**src/rtl/ats_pkg.sv**
```systemverilog
`timescale 1ns / 1ps
// ----------------------------------------------------------------------------
// ats_pkg: shared types and constants for the autoscaled trace segment block
// Beat payloads, sequencer states, register codes and datapath widths.
// ----------------------------------------------------------------------------
package ats_pkg;

   localparam int SAMPLE_W  = 24;  // Q15.8 sample
   localparam int EXT_W     = 25;  // sample plus one bit for min/max widening
   localparam int CFG_W     = 12;  // configuration register width
   localparam int COORD_W   = 13;  // pixel coordinate width
   localparam int CSR_IDX_W = 2;   // register index width
   localparam int PROD_Y_W  = 37;  // (v - min) * height
   localparam int DIV_NUM_W = 38;  // divider dividend width
   localparam int DIV_DEN_W = 26;  // divider divisor width
   localparam int DIV_Q_W   = 13;  // quotient bits, one per step
   localparam int DIV_STEP_W = 4;  // step counter width
   localparam int WIDEN_LSB = 256; // 1.0 in Q15.8

   typedef struct packed {
      logic signed [SAMPLE_W-1:0] sample;
      logic                       end_of_series;
   } req_type;

   typedef struct packed {
      logic [COORD_W-1:0] x_start;
      logic [COORD_W-1:0] y_start;
      logic [COORD_W-1:0] x_end;
      logic [COORD_W-1:0] y_end;
      logic               final_segment;
   } rsp_type;

   typedef struct packed {
      logic                 start;
      logic [DIV_NUM_W-1:0] numer;
      logic [DIV_DEN_W-1:0] denom;
   } div_req_type;

   typedef enum logic [CSR_IDX_W-1:0] {
      CSR_ORIGIN_X    = 2'd0,
      CSR_ORIGIN_Y    = 2'd1,
      CSR_PLOT_WIDTH  = 2'd2,
      CSR_PLOT_HEIGHT = 2'd3
   } csr_index_type;

   typedef enum logic [3:0] {
      ST_LOAD,
      ST_SCAN_RD,
      ST_SCAN_CMP,
      ST_ADJ,
      ST_PT_RD,
      ST_PT_SUB,
      ST_DIVX,
      ST_MULY,
      ST_YSTART,
      ST_DIVY,
      ST_EMIT
   } state_type;

endpackage

```
**src/rtl/ats_ram.sv**
```systemverilog
`timescale 1ns / 1ps
// ----------------------------------------------------------------------------
// ats_ram: generic simple dual-port RAM
// One write port, one read port, read data registered.
// ----------------------------------------------------------------------------
module ats_ram #(
   parameter int WIDTH = 24,
   parameter int DEPTH = 64
) (
   input  logic                     clock,
   input  logic                     we,
   input  logic [$clog2(DEPTH)-1:0] waddr,
   input  logic [WIDTH-1:0]         wdata,
   input  logic [$clog2(DEPTH)-1:0] raddr,
   output logic [WIDTH-1:0]         rdata
);

   logic [WIDTH-1:0] mem_ff [DEPTH];
   logic [WIDTH-1:0] rdata_ff;

   always_ff @(posedge clock) begin
      if (we) begin
         mem_ff[waddr] <= wdata;
      end
      rdata_ff <= mem_ff[raddr];
   end

   assign rdata = rdata_ff;

endmodule

```
**src/rtl/ats_div.sv**
```systemverilog
`timescale 1ns / 1ps
// ----------------------------------------------------------------------------
// ats_div: serial restoring divider
// One quotient bit per cycle; quotient must fit DIV_Q_W bits.
// ----------------------------------------------------------------------------
module ats_div (
   input  logic                            clock,
   input  logic                            reset,
   input  ats_pkg::div_req_type            req,
   output logic                            done,
   output logic [ats_pkg::DIV_Q_W-1:0]     quot
);

   localparam int NW = ats_pkg::DIV_NUM_W;
   localparam int DW = ats_pkg::DIV_DEN_W;
   localparam int QW = ats_pkg::DIV_Q_W;
   localparam int SW = ats_pkg::DIV_STEP_W;

   logic          busy_ff, busy_in;
   logic [SW-1:0] step_ff, step_in;
   logic [DW-1:0] rem_ff, rem_in;
   logic [QW-1:0] lo_ff, lo_in;
   logic [DW-1:0] den_ff, den_in;

   logic [DW:0] rem_sh;
   logic [DW:0] diff;
   logic        ge;
   logic        last_step;

   assign rem_sh    = {rem_ff, lo_ff[QW-1]};
   assign diff      = rem_sh - {1'b0, den_ff};
   assign ge        = rem_sh >= {1'b0, den_ff};
   assign last_step = step_ff == SW'(QW - 1);

   always_comb begin
      busy_in = busy_ff;
      step_in = step_ff;
      rem_in  = rem_ff;
      lo_in   = lo_ff;
      den_in  = den_ff;
      if (req.start) begin
         busy_in = 1'b1;
         step_in = '0;
         rem_in  = DW'(req.numer[NW-1:QW]);
         lo_in   = req.numer[QW-1:0];
         den_in  = req.denom;
      end else if (busy_ff) begin
         rem_in  = ge ? diff[DW-1:0] : rem_sh[DW-1:0];
         lo_in   = {lo_ff[QW-2:0], ge};
         step_in = step_ff + SW'(1);
         if (last_step) begin
            busy_in = 1'b0;
         end
      end
   end

   always_ff @(posedge clock) begin
      if (reset) begin
         busy_ff <= 1'b0;
         step_ff <= '0;
      end else begin
         busy_ff <= busy_in;
         step_ff <= step_in;
      end
   end

   always_ff @(posedge clock) begin
      rem_ff <= rem_in;
      lo_ff  <= lo_in;
      den_ff <= den_in;
   end

   assign done = busy_ff && last_step;
   assign quot = lo_ff;

endmodule

```
**src/rtl/autoscaled_trace_segments_top.sv**
```systemverilog
`timescale 1ns / 1ps
// ----------------------------------------------------------------------------
// autoscaled_trace_segments_top: min/max autoscaled line plot segment source
// Buffers a sample series, scans its range, maps each sample to a pixel
// point and emits one line segment per pair of neighboring points.
// ----------------------------------------------------------------------------
//
//  channel | ports                          | direction | carries
//  --------+--------------------------------+-----------+--------------------------
//  req     | req_valid, req_stall, req_data | in        | one sample per beat
//  rsp     | rsp_valid, rsp_stall, rsp_data | out       | one line segment per beat
//  csr     | csr_we, csr_index, csr_wdata   | in        | register write, no wait
//
//  Loading takes one cycle per sample beat; req_stall is low only while loading.
//  At the end mark the block scans the store, then maps each point in steps:
//  RAM read, subtract, a pass through the shared serial divider for x,
//  multiply, a second pass through that divider for y, and emit.
//  A full output register that stays stalled holds the sequencer in its emit
//  step; otherwise the next point proceeds while the segment waits.
//  Synchronous active-high reset; no clearing pass, the store is read only
//  where written in the current series.
// ----------------------------------------------------------------------------
module autoscaled_trace_segments_top #(
   parameter int MAX_SAMPLES = 64
) (
   input  logic                                clock,
   input  logic                                reset,
   input  logic                                req_valid,
   output logic                                req_stall,
   input  ats_pkg::req_type                    req_data,
   output logic                                rsp_valid,
   input  logic                                rsp_stall,
   output ats_pkg::rsp_type                    rsp_data,
   input  logic                                csr_we,
   input  logic [ats_pkg::CSR_IDX_W-1:0]       csr_index,
   input  logic [ats_pkg::CFG_W-1:0]           csr_wdata
);

   localparam int AW = (MAX_SAMPLES > 1) ? $clog2(MAX_SAMPLES) : 1;
   localparam int CW = $clog2(MAX_SAMPLES + 1);
   localparam int XPW = AW + ats_pkg::CFG_W;
   localparam int SW = ats_pkg::SAMPLE_W;
   localparam int EW = ats_pkg::EXT_W;
   localparam int FW = ats_pkg::CFG_W;
   localparam int PW = ats_pkg::COORD_W;
   localparam int YW = ats_pkg::PROD_Y_W;
   localparam int NW = ats_pkg::DIV_NUM_W;
   localparam int DW = ats_pkg::DIV_DEN_W;
   localparam int QW = ats_pkg::DIV_Q_W;

   // sequencer and counters
   ats_pkg::state_type state_ff, state_in;
   logic [CW-1:0]      cnt_ff, cnt_in;         // samples stored so far
   logic [CW-1:0]      ser_cnt_ff, ser_cnt_in; // samples in the closed series
   logic [AW-1:0]      idx_ff, idx_in;

   // configuration
   logic [FW-1:0] ox_ff, ox_in, oy_ff, oy_in, pw_ff, pw_in, ph_ff, ph_in;

   // range and per-point datapath
   logic signed [EW-1:0] min_ff, min_in, max_ff, max_in;
   logic [EW-1:0]        dv_ff, dv_in;       // v - min
   logic [QW-1:0]        qx_ff, qx_in;       // x quotient
   logic [YW-1:0]        prod_ff, prod_in;   // (v - min) * height
   logic [PW-1:0]        prev_x_ff, prev_x_in, prev_y_ff, prev_y_in;

   // output register
   logic             rsp_valid_ff, rsp_valid_in;
   ats_pkg::rsp_type rsp_data_ff, rsp_data_in;

   // shared pieces
   logic [SW-1:0]        ram_rdata;
   logic                 ram_we;
   logic signed [EW-1:0] rd_ext;
   logic [EW-1:0]        den;
   logic [XPW-1:0]       x_prod;
   logic [YW-1:0]        y_prod;
   logic [PW-1:0]        pt_x, pt_y;
   ats_pkg::div_req_type div_req;
   logic                 div_done;
   logic [QW-1:0]        div_quot;

   logic          load_beat;
   logic          has_room;
   logic [CW-1:0] ser_cnt_new;
   logic          scan_last;
   logic          pt_last;
   logic          out_free;

   assign load_beat   = (state_ff == ats_pkg::ST_LOAD) && req_valid;
   assign has_room    = cnt_ff < CW'(MAX_SAMPLES);
   assign ser_cnt_new = has_room ? cnt_ff + CW'(1) : cnt_ff;
   assign ram_we      = load_beat && has_room;
   assign scan_last   = CW'(idx_ff) == ser_cnt_ff - CW'(1);
   assign pt_last     = scan_last;
   assign out_free    = !rsp_valid_ff || !rsp_stall;

   assign rd_ext = {ram_rdata[SW-1], ram_rdata};
   assign den    = max_ff - min_ff;
   assign x_prod = XPW'(idx_ff) * XPW'(pw_ff);
   assign y_prod = YW'(dv_ff) * YW'(ph_ff);
   assign pt_x   = PW'(qx_ff) + PW'(ox_ff);
   assign pt_y   = PW'(ph_ff) - PW'(div_quot) + PW'(oy_ff);

   ats_ram #(
      .WIDTH (SW),
      .DEPTH (MAX_SAMPLES)
   ) u_store (
      .clock (clock),
      .we    (ram_we),
      .waddr (cnt_ff[AW-1:0]),
      .wdata (req_data.sample),
      .raddr (idx_ff),
      .rdata (ram_rdata)
   );

   ats_div u_div (
      .clock (clock),
      .reset (reset),
      .req   (div_req),
      .done  (div_done),
      .quot  (div_quot)
   );

   // divider operand select: x = i*W/count, y = (2*num + den) / (2*den)
   always_comb begin
      div_req = '0;
      if (state_ff == ats_pkg::ST_PT_SUB) begin
         div_req.start = 1'b1;
         div_req.numer = NW'(x_prod);
         div_req.denom = DW'(ser_cnt_ff);
      end else if (state_ff == ats_pkg::ST_YSTART) begin
         div_req.start = 1'b1;
         div_req.numer = {prod_ff, 1'b0} + NW'(den);
         div_req.denom = {den, 1'b0};
      end
   end

   // next state
   always_comb begin
      state_in = state_ff;
      unique case (state_ff)
         ats_pkg::ST_LOAD: begin
            if (load_beat && req_data.end_of_series && ser_cnt_new >= CW'(2)) begin
               state_in = ats_pkg::ST_SCAN_RD;
            end
         end
         ats_pkg::ST_SCAN_RD:  state_in = ats_pkg::ST_SCAN_CMP;
         ats_pkg::ST_SCAN_CMP: state_in = scan_last ? ats_pkg::ST_ADJ : ats_pkg::ST_SCAN_RD;
         ats_pkg::ST_ADJ:      state_in = ats_pkg::ST_PT_RD;
         ats_pkg::ST_PT_RD:    state_in = ats_pkg::ST_PT_SUB;
         ats_pkg::ST_PT_SUB:   state_in = ats_pkg::ST_DIVX;
         ats_pkg::ST_DIVX: begin
            if (div_done) begin
               state_in = ats_pkg::ST_MULY;
            end
         end
         ats_pkg::ST_MULY:     state_in = ats_pkg::ST_YSTART;
         ats_pkg::ST_YSTART:   state_in = ats_pkg::ST_DIVY;
         ats_pkg::ST_DIVY: begin
            if (div_done) begin
               state_in = ats_pkg::ST_EMIT;
            end
         end
         ats_pkg::ST_EMIT: begin
            if (idx_ff == '0) begin
               state_in = ats_pkg::ST_PT_RD;
            end else if (out_free) begin
               state_in = pt_last ? ats_pkg::ST_LOAD : ats_pkg::ST_PT_RD;
            end
         end
         default: state_in = ats_pkg::ST_LOAD;
      endcase
   end

   // datapath and outputs
   always_comb begin
      cnt_in       = cnt_ff;
      ser_cnt_in   = ser_cnt_ff;
      idx_in       = idx_ff;
      ox_in        = ox_ff;
      oy_in        = oy_ff;
      pw_in        = pw_ff;
      ph_in        = ph_ff;
      min_in       = min_ff;
      max_in       = max_ff;
      dv_in        = dv_ff;
      qx_in        = qx_ff;
      prod_in      = prod_ff;
      prev_x_in    = prev_x_ff;
      prev_y_in    = prev_y_ff;
      rsp_valid_in = rsp_valid_ff && rsp_stall;
      rsp_data_in  = rsp_data_ff;

      if (csr_we) begin
         unique case (ats_pkg::csr_index_type'(csr_index))
            ats_pkg::CSR_ORIGIN_X:    ox_in = csr_wdata;
            ats_pkg::CSR_ORIGIN_Y:    oy_in = csr_wdata;
            ats_pkg::CSR_PLOT_WIDTH:  pw_in = csr_wdata;
            ats_pkg::CSR_PLOT_HEIGHT: ph_in = csr_wdata;
            default: ;
         endcase
      end

      unique case (state_ff)
         ats_pkg::ST_LOAD: begin
            if (load_beat) begin
               if (req_data.end_of_series) begin
                  cnt_in     = '0;
                  ser_cnt_in = ser_cnt_new;
                  idx_in     = '0;
               end else begin
                  cnt_in = ser_cnt_new;
               end
            end
         end
         ats_pkg::ST_SCAN_CMP: begin
            if (idx_ff == '0) begin
               min_in = rd_ext;
               max_in = rd_ext;
            end else begin
               if (rd_ext < min_ff) min_in = rd_ext;
               if (rd_ext > max_ff) max_in = rd_ext;
            end
            idx_in = scan_last ? '0 : idx_ff + AW'(1);
         end
         ats_pkg::ST_ADJ: begin
            // flat series: open the range to middle -/+ 1.0
            if (min_ff == max_ff) begin
               min_in = min_ff - EW'(ats_pkg::WIDEN_LSB);
               max_in = max_ff + EW'(ats_pkg::WIDEN_LSB);
            end
         end
         ats_pkg::ST_PT_SUB: begin
            dv_in = rd_ext - min_ff;
         end
         ats_pkg::ST_MULY: begin
            // divider has settled on the x quotient by now
            qx_in   = div_quot;
            prod_in = y_prod;
         end
         ats_pkg::ST_EMIT: begin
            if (idx_ff == '0) begin
               prev_x_in = pt_x;
               prev_y_in = pt_y;
               idx_in    = idx_ff + AW'(1);
            end else if (out_free) begin
               rsp_valid_in                = 1'b1;
               rsp_data_in.x_start         = prev_x_ff;
               rsp_data_in.y_start         = prev_y_ff;
               rsp_data_in.x_end           = pt_x;
               rsp_data_in.y_end           = pt_y;
               rsp_data_in.final_segment   = pt_last;
               prev_x_in                   = pt_x;
               prev_y_in                   = pt_y;
               idx_in                      = pt_last ? '0 : idx_ff + AW'(1);
            end
         end
         default: ;
      endcase
   end

   always_ff @(posedge clock) begin
      if (reset) begin
         state_ff     <= ats_pkg::ST_LOAD;
         cnt_ff       <= '0;
         ser_cnt_ff   <= '0;
         idx_ff       <= '0;
         ox_ff        <= FW'(0);
         oy_ff        <= FW'(0);
         pw_ff        <= FW'(100);
         ph_ff        <= FW'(50);
         min_ff       <= '0;
         max_ff       <= '0;
         prev_x_ff    <= '0;
         prev_y_ff    <= '0;
         rsp_valid_ff <= 1'b0;
      end else begin
         state_ff     <= state_in;
         cnt_ff       <= cnt_in;
         ser_cnt_ff   <= ser_cnt_in;
         idx_ff       <= idx_in;
         ox_ff        <= ox_in;
         oy_ff        <= oy_in;
         pw_ff        <= pw_in;
         ph_ff        <= ph_in;
         min_ff       <= min_in;
         max_ff       <= max_in;
         prev_x_ff    <= prev_x_in;
         prev_y_ff    <= prev_y_in;
         rsp_valid_ff <= rsp_valid_in;
      end
   end

   always_ff @(posedge clock) begin
      dv_ff       <= dv_in;
      qx_ff       <= qx_in;
      prod_ff     <= prod_in;
      rsp_data_ff <= rsp_data_in;
   end

   assign req_stall = state_ff != ats_pkg::ST_LOAD;
   assign rsp_valid = rsp_valid_ff;
   assign rsp_data  = rsp_data_ff;

   // fill count never runs past the store
   a_cnt_bound: assert property (@(posedge clock) disable iff (reset)
      cnt_ff <= CW'(MAX_SAMPLES))
      else $error("sample count beyond store depth");

   // divider finishes only while the sequencer waits on it
   a_div_owner: assert property (@(posedge clock) disable iff (reset)
      div_done |-> (state_ff == ats_pkg::ST_DIVX || state_ff == ats_pkg::ST_DIVY))
      else $error("divider done outside a divide step");

   // mapping always sees a nonempty range and a valid point index
   a_map_range: assert property (@(posedge clock) disable iff (reset)
      (state_ff == ats_pkg::ST_PT_RD) |->
         (min_ff < max_ff) && (ser_cnt_ff >= CW'(2)) && (CW'(idx_ff) < ser_cnt_ff))
      else $error("point mapped with bad range or index");

   // a new segment beat comes only from the emit step
   a_rsp_src: assert property (@(posedge clock) disable iff (reset)
      $rose(rsp_valid_ff) |-> $past(state_ff) == ats_pkg::ST_EMIT)
      else $error("segment beat raised outside emit");

endmodule

```
**config.mk**
```make
export PLATFORM = sky130hd
export DESIGN_NAME = autoscaled_trace_segments_top
export DESIGN_NICKNAME = d
export VERILOG_FILES = /design/src/rtl/ats_pkg.sv /design/src/rtl/ats_ram.sv /design/src/rtl/ats_div.sv /design/src/rtl/autoscaled_trace_segments_top.sv
export SDC_FILE = /design/constraint.sdc
export NUM_CORES = 2
export LEC_CHECK = 0
export BUFFER_PORTS_ARGS = -buffer_cell sky130_fd_sc_hd__buf_4
export CORE_UTILIZATION = 50
export DETAILED_ROUTE_END_ITERATION = 16
export PLACE_DENSITY = 0.75
export SYNTH_ARGS = -nofsm -noshare
export SYNTH_HDL_FRONTEND = slang
export SYNTH_SLANG_ARGS = --single-unit
```
**constraint.sdc**
```tcl
create_clock -name clock -period 7.15 [get_ports clock]
set_input_delay 0.3575 -clock clock [delete_from_list [all_inputs] [get_ports clock]]
set_output_delay 0.3575 -clock clock [all_outputs]
set_load 0.01 [all_outputs]
```
==> impl_metrics.sql <==
INSERT INTO impl_metrics (metric_group, metric, value, unit) VALUES
('synthesis', 'synth-seq-area-share', '0.611', ''),
('synthesis', 'flops_latches_synth', '1907', ''),
('final_layout', 'regArea', '55500', 'um2'),
('drt', 'post_drt_wl_per_cell', '27.0', 'um'),
('clock_network', 'clk_path_buf_depth', '3', ''),
('clock_network', 'ctsHoldBuffers', '18', ''),
('synthesis', 'yosys.cell_count.top_type', 'sky130_fd_sc_hd__edfxtp_1', ''),
('floorplanning', 'die-area', '183000', 'um2'),
('drt', 'post_drt_via_cell_ratio', '6.13', ''),
('synthesis', 'yosys.area.top_type', 'sky130_fd_sc_hd__edfxtp_1', ''),
('synthesis', 'synth.top_cells.by_area', 'sky130_fd_sc_hd__edfxtp_1, sky130_fd_sc_hd__mux4_2, sky130_fd_sc_hd__fa_1, sky130_fd_sc_hd__dfxtp_1, sky130_fd_sc_hd__ha_1', ''),
('power_and_ir_drop', 'irDropWorstVdd', '0.000267', 'V'),
('drt', 'firstDrtPassIters', '6', ''),
('floorplanning', 'floorplan.initialDensity', '0.503', ''),
('sta', 'setup_viol', '0', ''),
('synthesis', 'yosys.area.top_type_share', '0.571', ''),
('clock_network', 'clk-insertion-delay-late', '0.85', 'ns'),
('clock_network', 'ctsHtreeMaxLevel', '4', ''),
('synthesis', 'synth_cell_types', '97', ''),
('synthesis', 'synth_edf_count', '1728', ''),
('final_layout', 'synthesis_to_layout_area_growth', '10.9', '%'),
('power_and_ir_drop', 'total_leakage_power', '34.7', 'nW'),
('synthesis', 'mappedNetlistArea', '90800', 'um2'),
('sta', 'achievable-frequency', '0.152', 'GHz'),
('job', 'max_cap_viol_count', '0', ''),
('sta', 'final.setup.tns', '0', 'ns'),
('global_route', 'gr-total-overflow', '0', ''),
('synthesis', 'number_of_warnings_issued_by_yosys', '0', ''),
('clock_network', 'cts-resized-gates', '0', ''),
('floorplanning', 'core-area', '181000', 'um2'),
('global_route', 'grt_pass1_vias', '54200', ''),
('setup_path', 'worst-setup-path-type', 'flop to flop', ''),
('setup_path', 'cp_max_fo', '21', ''),
('sta', 'timing.final.hold_violations', '0', ''),
('clock_network', 'cts_made_buffers', '184', ''),
('clock_network', 'cts_sinks', '1907', ''),
('synthesis', 'syn_inst', '5948', ''),
('clock_network', 'cts_setup_buffers', '0', ''),
('sta', 'min_period_over_period', '0.918', ''),
('sta', 'timing_max_transition_violations_final', '0', ''),
('drt', 'vias', '52800', ''),
('global_route', 'first_pass_grt_wire_length', '347', 'mm'),
('placed_design', 'detailed_place_hpwl', '141', 'mm'),
('sta', 'min_period', '6.57', 'ns'),
('power_and_ir_drop', 'power_per_cell_area', '237', 'nW/um2'),
('sta', 'max_slew.worst_pin.slew', '1.27', 'ns'),
('drt', 'totalWireLength', '233', 'mm'),
('setup_path', 'setup.worst_path.end_class', 'flop', ''),
('floorplanning', 'fp-row-count', '156', ''),
('synthesis', 'post_synth.cell_area_avg', '15.3', 'um2'),
('setup_path', 'r2r_setup_slack', '0.58', 'ns'),
('floorplanning', 'height_of_the_die', '428', 'um'),
('final_layout', 'multi_input_area', '32600', 'um2'),
('drt', 'post-route-drc-count', '0', ''),
('global_route', 'grt_usage', '0.255', ''),
('final_layout', 'post_route_cells_drive_above_1_share', '0.172', ''),
('synthesis', 'post_syn_nets', '6538', ''),
('drt', 'drtIter0Drc', '5675', ''),
('run_status', 'outcome', 'complete, no violations', ''),
('final_layout', 'layout.filler_cells', '13600', ''),
('clock_network', 'tritoncts_clock_tree', 'done', ''),
('placed_design', 'place_congestion', '0.874', ''),
('floorplanning', 'pin_count', '99', ''),
('synthesis', 'synth_commonest_cells', 'sky130_fd_sc_hd__edfxtp_1, sky130_fd_sc_hd__nand2_1, sky130_fd_sc_hd__inv_1', ''),
('global_route', 'pin_count_of_the_biggest_net_entering_global_routing', '123', ''),
('setup_path', 'critical_path_required', '7.65', 'ns'),
('setup_path', 'worstPathArrival', '7.07', 'ns'),
('floorplanning', 'die-width', '428', 'um'),
('sta', 'clock_tree_skew_after_final_layout', '0.101', 'ns'),
('setup_path', 'crit_path_start_kind', 'flop', ''),
('final_layout', 'final_nets', '6678', ''),
('hold_path', 'class_of_the_worst_hold_path', 'input pin to flop', ''),
('clock_network', 'cts.reportedPaths.clkPinSlew', '0.06', 'ns'),
('synthesis', 'ys_dominant_reg_cell', 'sky130_fd_sc_hd__edfxtp_1', ''),
('global_route', 'grt_antenna_before_repair', '11', ''),
('sta', 'hold-worst-slack', '0.0819', 'ns'),
('placed_design', 'port_buffers', '98', ''),
('sta', 'timing.max_slew.rel_slack', '0.151', ''),
('clock_network', 'cts_root_buf', 'sky130_fd_sc_hd__clkbuf_16', ''),
('synthesis', 'async_reset_ff_frac', '0', ''),
('drt', 'ant_nets', '0', ''),
('sta', 'rsz_0062_raised_after_global_routing', 'false', '');
==> metal layers <==
metal  vias up  wire length [um]  global-route usage
li1      22400                 -                   -
met1     27100             87300               0.326
met2      2756            115000               0.424
met3       560             19600              0.0525
met4         8             10600               0.110
met5         -                58                   0
==> critical path, stage by stage, from the launching register on <==
cell and delay [ns]:
sky130_fd_sc_hd__dfxtp_1 0.91, sky130_fd_sc_hd__nand2_1 0.18, sky130_fd_sc_hd__fa_1 0.59, sky130_fd_sc_hd__inv_1 0.06, sky130_fd_sc_hd__fa_1 0.56, sky130_fd_sc_hd__fa_1 0.43, sky130_fd_sc_hd__fa_1 0.50, sky130_fd_sc_hd__inv_1 0.05
sky130_fd_sc_hd__fa_1 0.49, sky130_fd_sc_hd__inv_1 0.05, sky130_fd_sc_hd__ha_1 0.35, sky130_fd_sc_hd__nand3_1 0.14, sky130_fd_sc_hd__o22ai_1 0.39, sky130_fd_sc_hd__o21ba_2 0.20, sky130_fd_sc_hd__a211oi_2 0.06, sky130_fd_sc_hd__a211oi_1 0.32
sky130_fd_sc_hd__o21ai_1 0.09, sky130_fd_sc_hd__and2b_1 0.21, sky130_fd_sc_hd__a21oi_1 0.29, sky130_fd_sc_hd__a211oi_1 0.13, sky130_fd_sc_hd__o21ai_1 0.17, sky130_fd_sc_hd__xor2_1 0.09
==> sequential cells by signal, indices dropped and copies added, names as in the netlist, 13 cells and up <==
| signal | cells |
|---|---|
| u_div.den_ff | 26 |
| max_ff | 25 |
| dv_ff | 25 |
| qx_ff | 13 |
| rsp_data | 53 |
| prod_ff | 37 |
| u_div.quot | 13 |
| prev_x_ff | 13 |
| u_store.rdata | 24 |
| u_store.mem_ff | 1536 |
| prev_y_ff | 13 |
| min_ff | 25 |
| u_div.rem_ff | 26 |
==> metrics by stage <==
| stage | instances | setup WS [ns] | power [mW] | utilization | instance area (um2) |
|---|---|---|---|---|---|
| 6_report | 8616 | 0.584 | 23.9 | 0.558 | 101000 |
| 5_1_grt | 8613 | 0.228 | 24.6 | 0.558 | 101000 |
| 4_1_cts | 8613 | 0.664 | 24.0 | 0.558 | 101000 |
| 3_5_place_dp | 8254 | 0.799 | 14.3 | 0.524 | 94500 |
| 3_3_place_gp | 8254 | 0.850 | 14.3 | 0.524 | 94500 |
| 2_1_floorplan | 5948 | 1.26 | 13.7 | - | 90800 |
==> kinds of logic (layout without fill, tap and decap cells) <==
kind of cell,after synthesis,after routing,synth area share
multiplexers,572,572,0.125
adder cells (fa/ha/maj),546,546,0.0990
AND/OR/NAND/NOR,1226,1226,0.0621
other,0,3,0
XOR/XNOR,169,169,0.0163
buffers and inverters,772,1067,0.0328
AO/OA/AOI/OAI,756,756,0.0538
flip-flops,1907,1907,0.611
==> final timing paths <==
check / startpoint / to / cells past startpoint
max: ph_ff[6] / prod_ff[34] / 21
min: req_data[16] / u_store.mem_ff[53][15] / 1
max reg2reg: ph_ff[6] / prod_ff[34] / 21
min reg2reg: prev_y_ff[4] / rsp_data[31] / 0
==> placed cells by master, fill, tap and decap left out, types with 96 or more instances in the layout <==
cell / Yosys / layout
sky130_fd_sc_hd__dfxtp_1: 179 / 173
sky130_fd_sc_hd__inv_1: 494 / 493
sky130_fd_sc_hd__ha_1: 258 / 258
sky130_fd_sc_hd__buf_4: 2 / 210
sky130_fd_sc_hd__mux4_2: 448 / 448
sky130_fd_sc_hd__nor2_1: 287 / 222
sky130_fd_sc_hd__clkbuf_16: 0 / 186
sky130_fd_sc_hd__o21ai_0: 96 / 96
sky130_fd_sc_hd__fa_1: 288 / 288
sky130_fd_sc_hd__xnor2_1: 108 / 108
sky130_fd_sc_hd__and2_1: 144 / 144
sky130_fd_sc_hd__nand2_1: 498 / 498
sky130_fd_sc_hd__a21oi_1: 230 / 229
sky130_fd_sc_hd__edfxtp_1: 1728 / 1728
sky130_fd_sc_hd__mux2i_1: 105 / 105
==> where the power goes <==
part	leakage [nW]	switching [mW]	total [mW]	internal, mW
logic	14.8	1.18	1.86	0.686
registers	17.0	0.0496	12.3	12.2
clock network	2.92	4.39	9.72	5.33
total	34.7	5.61	23.9	18.2
==> cell type report <==
type,instances,area share
timing repair buffer,230,0.0178
clock inverter,119,0.0117
inverter,496,0.0185
antenna,3,0.0000745
tap,2370,0.0294
sequential,1907,0.551
clock buffer,222,0.0479
multi-input combinational,3269,0.324
No activity file was read; power rests on OpenSTA's default activity.
